[src/rtl/wsd_pkg.sv]
// Shared types and constants for the WebSocket frame deframer.
// No dependencies; imported by every module of the block except wsd_checker.
package wsd_pkg;

    localparam int LEN_BITS     = 64;   // payload length counter width (16..64)
    localparam int FIFO_DEPTH   = 4;
    localparam int FIFO_AW      = $clog2(FIFO_DEPTH);

    localparam logic [7:0] HDR_FIN_BIT   = 8'h80;
    localparam logic [7:0] HDR_OPC_MASK  = 8'h0F;
    localparam logic [7:0] HDR_LEN_MASK  = 8'h7F;
    localparam logic [7:0] HDR_MASK_BIT  = 8'h80;
    localparam logic [6:0] LEN_EXT16     = 7'd126;
    localparam logic [6:0] LEN_EXT64     = 7'd127;
    localparam logic [3:0] OPC_BINARY    = 4'h2;
    localparam logic [3:0] EXT16_BYTES   = 4'd2;
    localparam logic [3:0] EXT64_BYTES   = 4'd8;
    localparam logic [2:0] MASK_KEY_BYTES = 3'd4;

    typedef struct packed {
        logic [7:0] data;
        logic       fin;
        logic       last;
    } t_beat;

endpackage

[src/rtl/websocket_frame_deframer_core.sv]
// WebSocket client-to-server frame deframer, one byte per beat.
// Slave stream: s_tdata carries the frame byte stream (header, extended
// length, mask key, payload). Master stream: m_tdata is the unmasked payload
// byte of a binary frame, m_tuser the frame's FIN bit, m_tlast marks the last
// payload byte of the frame. Header bytes and all non-binary frames produce
// no output beat; zero-length frames produce nothing.
// A payload byte accepted on the slave side is written into the queue, then
// loaded into the output register, which presents it on the master side.
// Throughput: one byte per cycle while the queue is not full; the parser updates
// its header state and unmasks in a single cycle per byte.
// A four-entry queue separates the parser from the output register, so
// while the receiver stalls the slave side keeps accepting until the queue
// fills; s_tready then drops until the receiver takes a beat.
// Reset (i_rst_n low, synchronous) returns the parser to expect a new frame
// header and empties the queue and output register.
// Depends on wsd_pkg, wsd_parser, wsd_fifo and wsd_out.
module websocket_frame_deframer_core (
    input  logic       i_clk,
    input  logic       i_rst_n,
    input  logic       s_tvalid,
    output logic       s_tready,
    input  logic [7:0] s_tdata,   // [7:0] in_byte
    output logic       m_tvalid,
    input  logic       m_tready,
    output logic [7:0] m_tdata,   // [7:0] payload_byte
    output logic       m_tuser,   // [0] fin_flag
    output logic       m_tlast
);
    import wsd_pkg::*;

    logic  accept, push, pop, q_empty, q_full;
    t_beat parsed, head, out_beat;

    assign s_tready = !q_full;
    assign accept   = s_tvalid && s_tready;

    wsd_parser u_parser (
        .i_clk   (i_clk),
        .i_rst_n (i_rst_n),
        .i_valid (accept),
        .i_byte  (s_tdata),
        .o_push  (push),
        .o_beat  (parsed)
    );

    wsd_fifo u_fifo (
        .i_clk   (i_clk),
        .i_rst_n (i_rst_n),
        .i_push  (push),
        .i_beat  (parsed),
        .i_pop   (pop),
        .o_empty (q_empty),
        .o_full  (q_full),
        .o_head  (head)
    );

    wsd_out u_out (
        .i_clk    (i_clk),
        .i_rst_n  (i_rst_n),
        .i_empty  (q_empty),
        .i_head   (head),
        .o_pop    (pop),
        .i_tready (m_tready),
        .o_tvalid (m_tvalid),
        .o_beat   (out_beat)
    );

    assign m_tdata = out_beat.data;
    assign m_tuser = out_beat.fin;
    assign m_tlast = out_beat.last;

endmodule

[src/rtl/wsd_parser.sv]
// Front end: walks the frame header per accepted byte, unmasks payload bytes
// of binary frames and pushes them into the queue. Depends on wsd_pkg.
module wsd_parser (
    input  logic           i_clk,
    input  logic           i_rst_n,
    input  logic           i_valid,
    input  logic [7:0]     i_byte,
    output logic           o_push,
    output wsd_pkg::t_beat o_beat
);
    import wsd_pkg::*;

    typedef enum logic [2:0] {
        PH_HDR0 = 3'd0,
        PH_HDR1 = 3'd1,
        PH_EXT  = 3'd2,
        PH_MASK = 3'd3,
        PH_DATA = 3'd4
    } t_phase;

    t_phase              r_phase,     n_phase;
    logic [3:0]          r_ext_left,  n_ext_left;
    logic [LEN_BITS-1:0] r_remain,    n_remain;
    logic [31:0]         r_key,       n_key;
    logic [2:0]          r_mask_left, n_mask_left;
    logic                r_masked,    n_masked;
    logic [1:0]          r_idx,       n_idx;
    logic                r_fin,       n_fin;
    logic                r_kept,      n_kept;
    logic [7:0]          key_byte;
    logic [6:0]          len7;

    always_comb begin
        case (r_idx)
            2'd0:    key_byte = r_key[31:24];
            2'd1:    key_byte = r_key[23:16];
            2'd2:    key_byte = r_key[15:8];
            default: key_byte = r_key[7:0];
        endcase
    end

    assign len7 = i_byte[6:0] & HDR_LEN_MASK[6:0];

    always_comb begin
        n_phase     = r_phase;
        n_ext_left  = r_ext_left;
        n_remain    = r_remain;
        n_key       = r_key;
        n_mask_left = r_mask_left;
        n_masked    = r_masked;
        n_idx       = r_idx;
        n_fin       = r_fin;
        n_kept      = r_kept;
        o_push      = 1'b0;
        o_beat      = '{data: i_byte ^ key_byte, fin: r_fin, last: 1'b0};
        if (i_valid) begin
            case (r_phase)
                PH_HDR1: begin
                    n_masked = (i_byte & HDR_MASK_BIT) != 8'h00;
                    if (len7 == LEN_EXT16 || len7 == LEN_EXT64) begin
                        n_ext_left = (len7 == LEN_EXT16) ? EXT16_BYTES : EXT64_BYTES;
                        n_remain   = '0;
                        n_phase    = PH_EXT;
                    end else begin
                        n_remain = LEN_BITS'(len7);
                    end
                end
                PH_EXT: begin
                    n_remain   = {r_remain[LEN_BITS-9:0], i_byte};
                    n_ext_left = r_ext_left - 4'd1;
                end
                PH_MASK: begin
                    n_key       = {r_key[23:0], i_byte};
                    n_mask_left = r_mask_left - 3'd1;
                end
                PH_DATA: begin
                    n_remain = r_remain - LEN_BITS'(1);
                    n_idx    = r_idx + 2'd1;
                    if (n_remain == '0) begin
                        n_phase = PH_HDR0;
                    end
                    o_push      = r_kept;
                    o_beat.last = (n_remain == '0);
                end
                default: begin
                    // unused codes act as the first header byte
                    n_fin   = (i_byte & HDR_FIN_BIT) != 8'h00;
                    n_kept  = (i_byte & HDR_OPC_MASK) == {4'h0, OPC_BINARY};
                    n_phase = PH_HDR1;
                end
            endcase

            // length complete: load mask key, or go straight to payload (next header if empty)
            if ((r_phase == PH_HDR1 && !(len7 == LEN_EXT16 || len7 == LEN_EXT64)) ||
                (r_phase == PH_EXT && n_ext_left == 4'd0)) begin
                n_key = '0;
                if (n_masked) begin
                    n_mask_left = MASK_KEY_BYTES;
                    n_phase     = PH_MASK;
                end else begin
                    n_mask_left = 3'd0;
                    n_idx       = 2'd0;
                    n_phase     = (n_remain == '0) ? PH_HDR0 : PH_DATA;
                end
            end
            if (r_phase == PH_MASK && n_mask_left == 3'd0) begin
                n_idx   = 2'd0;
                n_phase = (n_remain == '0) ? PH_HDR0 : PH_DATA;
            end
        end
    end

    always_ff @(posedge i_clk) begin
        if (!i_rst_n) begin
            r_phase     <= PH_HDR0;
            r_ext_left  <= '0;
            r_remain    <= '0;
            r_key       <= '0;
            r_mask_left <= '0;
            r_masked    <= 1'b0;
            r_idx       <= '0;
            r_fin       <= 1'b0;
            r_kept      <= 1'b0;
        end else begin
            r_phase     <= n_phase;
            r_ext_left  <= n_ext_left;
            r_remain    <= n_remain;
            r_key       <= n_key;
            r_mask_left <= n_mask_left;
            r_masked    <= n_masked;
            r_idx       <= n_idx;
            r_fin       <= n_fin;
            r_kept      <= n_kept;
        end
    end

endmodule

[src/rtl/wsd_fifo.sv]
// Short queue of payload beats between the parser and the output stage.
// Depends on wsd_pkg for the beat type and depth.
module wsd_fifo (
    input  logic           i_clk,
    input  logic           i_rst_n,
    input  logic           i_push,
    input  wsd_pkg::t_beat i_beat,
    input  logic           i_pop,
    output logic           o_empty,
    output logic           o_full,
    output wsd_pkg::t_beat o_head
);
    import wsd_pkg::*;

    t_beat                r_mem [FIFO_DEPTH];
    logic [FIFO_AW-1:0]   r_wr_ptr, r_rd_ptr;
    logic [FIFO_AW:0]     r_count;
    logic                 do_push, do_pop;

    assign o_empty = (r_count == '0);
    assign o_full  = (r_count == (FIFO_AW+1)'(FIFO_DEPTH));
    assign o_head  = r_mem[r_rd_ptr];
    assign do_push = i_push && !o_full;
    assign do_pop  = i_pop && !o_empty;

    always_ff @(posedge i_clk) begin
        if (do_push) begin
            r_mem[r_wr_ptr] <= i_beat;
        end
    end

    always_ff @(posedge i_clk) begin
        if (!i_rst_n) begin
            r_wr_ptr <= '0;
            r_rd_ptr <= '0;
            r_count  <= '0;
        end else begin
            if (do_push) begin
                r_wr_ptr <= r_wr_ptr + FIFO_AW'(1);
            end
            if (do_pop) begin
                r_rd_ptr <= r_rd_ptr + FIFO_AW'(1);
            end
            case ({do_push, do_pop})
                2'b10:   r_count <= r_count + (FIFO_AW+1)'(1);
                2'b01:   r_count <= r_count - (FIFO_AW+1)'(1);
                default: r_count <= r_count;
            endcase
        end
    end

endmodule

[src/rtl/wsd_out.sv]
// Back end: output register that drains the queue onto the master stream.
// Depends on wsd_pkg for the beat type.
module wsd_out (
    input  logic           i_clk,
    input  logic           i_rst_n,
    input  logic           i_empty,
    input  wsd_pkg::t_beat i_head,
    output logic           o_pop,
    input  logic           i_tready,
    output logic           o_tvalid,
    output wsd_pkg::t_beat o_beat
);
    import wsd_pkg::*;

    logic  r_valid;
    t_beat r_beat;

    // load whenever the queue holds a beat and the register is free or being drained this cycle
    assign o_pop    = !i_empty && (!r_valid || i_tready);
    assign o_tvalid = r_valid;
    assign o_beat   = r_beat;

    always_ff @(posedge i_clk) begin
        if (!i_rst_n) begin
            r_valid <= 1'b0;
        end else if (o_pop) begin
            r_valid <= 1'b1;
        end else if (i_tready) begin
            r_valid <= 1'b0;
        end
    end

    always_ff @(posedge i_clk) begin
        if (o_pop) begin
            r_beat <= i_head;
        end
    end

endmodule

[config.mk]
export PLATFORM = sky130hd
export DESIGN_NAME = websocket_frame_deframer_core
export DESIGN_NICKNAME = d
export VERILOG_FILES = /design/src/rtl/wsd_pkg.sv /design/src/rtl/websocket_frame_deframer_core.sv /design/src/rtl/wsd_parser.sv /design/src/rtl/wsd_fifo.sv /design/src/rtl/wsd_out.sv
export SDC_FILE = /design/constraint.sdc
export NUM_CORES = 1
export LEC_CHECK = 0
export ABC_AREA = 1
export ABC_CLOCK_PERIOD_IN_PS = 3100
export BUFFER_PORTS_ARGS = -buffer_cell sky130_fd_sc_hd__buf_4
export CORE_ASPECT_RATIO = 2
export CORE_MARGIN = 2
export CORE_UTILIZATION = 39
export CTS_CLUSTER_DIAMETER = 120
export DETAILED_ROUTE_END_ITERATION = 16
export PLACE_DENSITY = 0.55
export SLEW_MARGIN = 20
export SYNTH_ARGS = -nofsm -noshare
export SYNTH_HDL_FRONTEND = slang
export SYNTH_SLANG_ARGS = --single-unit
[constraint.sdc]
create_clock -name i_clk -period 3.1 [get_ports i_clk]
set_input_delay 0.155 -clock i_clk [delete_from_list [all_inputs] [get_ports i_clk]]
set_output_delay 0.155 -clock i_clk [all_outputs]
set_load 0.01 [all_outputs]
Yosys cells after proc, flatten, opt, wreduce, memory -nomap -nowiden
Memory sizes are Yosys's and may differ from the RTL's. A register that Yosys moved wholly into a read port is not among the register bits. Index checks and enable logic that the tools add are counted.

Word-level logic and storage cells: 103. Memories kept: 1. Memory bits (writable): 40. Bits in registers: 119. Output and inout bits: 12. Input port bits: 12.

Memory list: u_fifo.r_mem (depth 4, width 10, read ports 1, clocked after Yosys merged registers in 1, write ports 1, RTL line wsd_fifo.sv:15) `t_beat r_mem [FIFO_DEPTH];`.

Multiplexer cells: 36. Equal/unequal tests: 15. Add/sub/neg operators: 8. Bitwise operators: 2. Reductions and logical operators: 28.

Operator list (number): one-hot mux 64 bit (3 select lines) (1); logical NOT 64 bit (2); two-way mux 32 bit (2); two-way mux 64 bit (1); subtractor 64 x 1 -> 64 bit (second input constant) (1); two-way mux 3 bit (10); one-hot mux 8 bit (3 select lines) (1); equality test 7 bit (second input constant) (2); two-way mux 4 bit (3); two-way mux 1 bit (10); one-hot mux 3 bit (3 select lines) (1); two-way mux 2 bit (4); one-hot mux 4 bit (2 select lines) (1); XOR 8 bit (1); logical AND 1 bit (7); two-way mux 7 bit (1); adder 2 x 1 -> 2 bit (second input constant) (3); equality test 3 x 2 -> 1 bit (second input constant) (2); equality test 3 bit (second input constant) (2); logical NOT 3 bit (2); one-hot mux 3 bit (2 select lines) (1); nonzero test 2 bit (3); subtractor 3 x 1 -> 3 bit (second input constant) (2); equality test 2 x 1 -> 1 bit (second input constant) (2); other kinds (17) (24).

Longest topological paths before layout
Word-level depth: 14. Depth in mapped cells: 20. Depth with buffers taken out: 20.

By module
From an unflattened synthesis, not the netlist that was laid out.

Cells, all modules: 1730. Area total of the unflattened synthesis: 11214.5 um^2.

Modules (own cells, without submodules): wsd_parser (area each 8869.8 um^2, cells each 1544, times used 1, sequential area each 2222.1 um^2); wsd_fifo (area each 1983.2 um^2, cells each 167, times used 1, sequential area each 1381.3 um^2); wsd_out (area each 347.8 um^2, cells each 16, times used 1, sequential area each 320.3 um^2); websocket_frame_deframer_core (area each 13.8 um^2, cells each 3, times used 1, sequential area each 0.0 um^2).

Worst setup path after synthesis
No wires, ideal clock.

Path type: flip-flop to flip-flop. Start point: register u_fifo.r_count[1]. End point: register u_fifo.r_count[2]. Arrival: 2.302 ns. Required time: 2.978 ns. Period minus slack after synthesis: 2.424 ns. Setup slack: 0.676 ns. Path buffers: 0. Stages on the path, launching flop included: 10. Setup time: 0.122 ns. Cells stage by stage: dfxtp_1 -> inv_1 -> a31oi_1 -> ha_1 -> inv_1 -> fa_1 -> a21oi_1 -> o21ai_0 -> o21ai_0 -> a21oi_1.

Elaborated cells on any way between the ends: 15. Classes of those cells: add/sub (2); eq/ne (3); mux (2); reduce/logical (8).

RTL lines: from (decl) (RTL line wsd_fifo.sv:17) `logic [FIFO_AW:0] r_count;`; from (signal assigned) (RTL line wsd_fifo.sv:45) `2'b10: r_count <= r_count + (FIFO_AW+1)'(1);`; from (signal assigned) (RTL line wsd_fifo.sv:46) `2'b01: r_count <= r_count - (FIFO_AW+1)'(1);`; from (signal assigned) (RTL line wsd_fifo.sv:47) `default: r_count <= r_count;`; logical NOT 3 bit (*) (RTL line wsd_fifo.sv:20) `assign o_empty = (r_count == '0);`; logical NOT 1 bit (*) (RTL line wsd_out.sv:19) `assign o_pop = !i_empty && (!r_valid || i_tready);`; logical AND 1 bit (*) (RTL line wsd_out.sv:19); named net pop (RTL line websocket_frame_deframer_core.sv:31) `logic accept, push, pop, q_empty, q_full;`; logical AND 1 bit (*) (RTL line wsd_fifo.sv:24) `assign do_pop = i_pop && !o_empty;`; equality test 2 x 1 -> 1 bit / equality test 2 bit (equally long branches) (RTL line wsd_fifo.sv:44) `case ({do_push, do_pop})`; one-hot mux 3 bit (2 select lines) / nonzero test 2 bit (equally long branches).

The timed path passes the listed nets; every way through them passes the cells marked *. A chain may end at the register's enable or synchronous reset.

Worst setup path in the final report
Start point: register u_parser.r_remain[1]. End point: register u_parser.r_phase[1].

Cells in the longest elaborated chain, start to end: 4.

Ends and longest elaborated chain: from (decl) (RTL line wsd_parser.sv:23) `logic [LEN_BITS-1:0] r_remain, n_remain;`; from (signal assigned) (RTL line wsd_parser.sv:127) `r_remain <= n_remain;`; subtractor 64 x 1 -> 64 bit (RTL line wsd_parser.sv:77) `n_remain = r_remain - LEN_BITS'(1);`; logical NOT 64 bit (RTL line wsd_parser.sv:79) `if (n_remain == '0) begin`; inequality test 4 x 1 -> 1 bit (no line); AND reduction 4 bit (no line); to (signal assigned) (RTL line wsd_parser.sv:125) `r_phase <= n_phase;`; to (decl) (RTL line wsd_parser.sv:21) `t_phase r_phase, n_phase;`.

Every way passes these cells.

==> reports/metrics.yaml <==
synth_seq_cells: 169
regArea_um2: 3880
relSlewSlack_pct: 46.4
insertion_delay_ps: 460
clkSlewWorstSetupHoldPaths_ps: 80
placed_area_um2: 11600
grt_max_degree: 81
setup_viol: 0
clock.fmax_mhz: 336
yosysWarnings: 0
p_leak_nw: 5.64
synth_area_per_cell_um2: 6.46
final_nets: 1743
p_per_area_nw_per_um2: 810
multi_input_area_um2: 5980
clk_path_buf_depth: 2
grt_pass1_wl_um: 57500
hold_violations: 0
tns_ps: 0
min_period_over_period_pct: 95.9
area_delta_synth_final_pct: 11.8
hold_class: "input port to flop"
crit_fanout: 9
hpwlAfterDp_um: 26600
drive_above_1_share_pct: 8.38
worst_pin_slew_ps: 804
drt-total-wl_um: 36500
grt_pass1_vias: 10722
timing.rr.end: "u_parser.r_phase[1]$_SDFFE_PN0P_"
start_util_pct: 39.3
end_kind: "flop"
reg2reg_slack_ps: 130
ant_nets: 0
routed_via_density: 5.39
dr.first_iter.drc_count: 911
synth_cell_types: 41
num_antenna_cells: 0
mostFrequentLayoutCells: "nand2_1 (470), inv_1 (222), nor2_1 (218), a21oi_1 (120), dfxtp_1 (119)"
cts.sinks: 169
whs_endpoint: "u_parser.r_key[0]$_SDFFE_PN0P_"
first_pass_iters: 7
drc_errors: 0
place.gp.congestion: 1.08
synth_area_um2: 11000
cts-htree-levels: 4
async_flop_share_pct: 0
outcome: "finished clean"
grt_usage_pct: 25.1
vdd.ir_drop.worst_uv: 439
reg2reg_from: "u_parser.r_remain[1]$_SDFFE_PN0P_"
critPathKind: "flop to flop"
fp-row-count: 87
synthFlopType: "dfxtp_1"
fillers: 2965
holdCritStartpoint: "s_tdata[0]"
required_ps: 3420
io_pins: 24
arrival_ps: 3290
startpoint_type: "flop"
grt_overflow: 0
numCtsBuffers: 17
routedWlPerCell_um: 17.5
die_area_um2: 29600
fin_area_um2: 12300
cts_tree: "built"
final_common_cell: "nand2_1"
synth-seq-area-share_pct: 35.3
die_w_um: 123
rr_worst_depth: 17
fin_cells: 2086
grt_antenna_before_repair: 0
skew_ps: 11.3
holdPathStages: 3
core_um2: 28000
clockRootBuffer: "clkbuf_16"
place_inst: 2049
via_count: 11247
port-buffer-count: 23
syn-num-nets: 1728
die_h_um: 241
min_period_ps: 2970
maxCapViolCount: 0
synth-edff-count: 50
slew_viol_final: 0
syn_inst: 1702
cts_setup_buffers: 0
-- cell families (layout without fill, tap and decap cells) --
| kind of cell | count (synthesis) | count (layout) | share of synthesized area (%) |
|---|---|---|---|
| AO/OA/AOI/OAI | 339 | 339 | 17.4 |
| XOR/XNOR | 12 | 12 | 0.956 |
| AND/OR/NAND/NOR | 872 | 872 | 34.3 |
| buffers and inverters | 296 | 324 | 10.4 |
| adder cells (fa/ha/maj) | 14 | 14 | 1.66 |
| flip-flops | 169 | 169 | 35.3 |
-- worst max-delay path by stage --
stage,startpoint,endpoint,slack [ps]
final,u_parser.r_remain[1]$_SDFFE_PN0P_,u_parser.r_phase[1]$_SDFFE_PN0P_,130
after detailed placement,u_parser.r_remain[19]$_SDFFE_PN0P_,u_parser.r_phase[1]$_SDFFE_PN0P_,190
after floorplan,u_fifo.r_count[1]$_SDFFE_PN0P_,u_fifo.r_count[2]$_SDFFE_PN0P_,680
after global placement,u_parser.r_remain[8]$_SDFFE_PN0P_,u_parser.r_phase[2]$_SDFFE_PN0P_,210
after CTS,u_parser.r_remain[19]$_SDFFE_PN0P_,u_parser.r_phase[1]$_SDFFE_PN0P_,190
after global routing,u_parser.r_remain[0]$_SDFFE_PN0P_,u_parser.r_phase[1]$_SDFFE_PN0P_,-30
-- synth_stat cells, types with 2 or more instances --
library cell	count	area (um2)
a211oi_1	9	67.6
a21oi_1	120	601
and2_1	3	18.8
buf_1	5	18.8
buf_2	7	35.0
buf_4	3	22.5
clkbuf_1	47	176
dfxtp_1	119	2380
edfxtp_1	50	1500
ha_1	13	163
inv_1	224	841
inv_2	8	30.0
nand2_1	471	1770
nand2_2	9	56.3
nand2_4	5	56.3
nand3_1	107	536
nand3_2	3	30.0
nand3b_1	12	90.1
nand4_1	8	50.1
nor2_1	220	826
nor2_2	7	43.8
nor2_4	14	158
nor2_8	3	60.1
nor3_1	4	20.0
o211ai_1	37	278
o21ai_0	109	546
o21ai_1	2	10.0
o21bai_1	8	60.1
o221ai_1	4	35.0
o22ai_1	49	307
or2_2	2	12.5
xnor2_1	5	43.8
xor2_1	7	61.3
-- cell type report --
class	count	share of cell area, %
clock buffers	17	3.46
clock inverters	15	1.41
inverters	233	7.12
multi-input cells	1237	48.7
flip-flops and latches	169	31.6
well taps	356	3.63
repair buffers	59	4.11
-- per-stage QoR --
stage	util [%]	total power, W	hold WS, ps	worst slack, ps
4_1_cts	43.9	0.00994	3.05	187
3_5_place_dp	41.6	0.00769	449	189
2_1_floorplan	-	0.00621	316	676
5_1_grt	43.9	0.0107	14.8	-26.0
6_report	43.9	0.00995	22.7	128
3_3_place_gp	41.6	0.00768	440	212
-- metal layers --
layer / GRT usage (%) / wire, um / vias up
li1: - / - / 5561
met1: 32.4 / 15800 / 5282
met2: 41.8 / 17900 / 344
met3: 3.11 / 1630 / 60
met4: 10.8 / 1060 / 0
met5: 0 / 0 / -
-- sequential cells by signal, indices dropped and copies added, names as in the netlist, 2 cells and up --
| signal | count |
|---|---|
| u_fifo.r_count | 3 |
| u_parser.r_remain | 64 |
| u_parser.r_ext_left | 4 |
| u_out.o_beat | 10 |
| u_parser.r_key | 32 |
| u_parser.r_idx | 2 |
| u_parser.r_mask_left | 3 |
| u_parser.r_phase | 3 |
| u_fifo.r_wr_ptr | 2 |
| u_fifo.r_mem | 40 |
| u_fifo.r_rd_ptr | 2 |
-- critical path, cell delays in order (launching register included) --
cell and delay (ps):
dfxtp_1 320, inv_1 160, ha_1 260, nand2_2 160, nor2_8 250, nand2_2 150, nor2_4 260, nand2_1 80
nand2_1 120, nand4_1 120, nor2_1 110, nand3_1 80, nor2_1 230, nand2_1 190, nand2_2 120, nand2_1 90
nand2_1 70, a21oi_1 50
-- power by group --
part / switching [W] / leakage, nW / internal (W)
logic: 0.00328 / 3.90 / 0.00144
clock network: 0.00106 / 0.294 / 0.00115
registers: 0.000354 / 1.44 / 0.00267
-- repair_timing --
action	CTS	global route
gates resized for setup	0	2
setup endpoints to repair	0	3
hold buffers	5	0
hold endpoints to repair	5	0
Power figures use the tool's default switching activity.
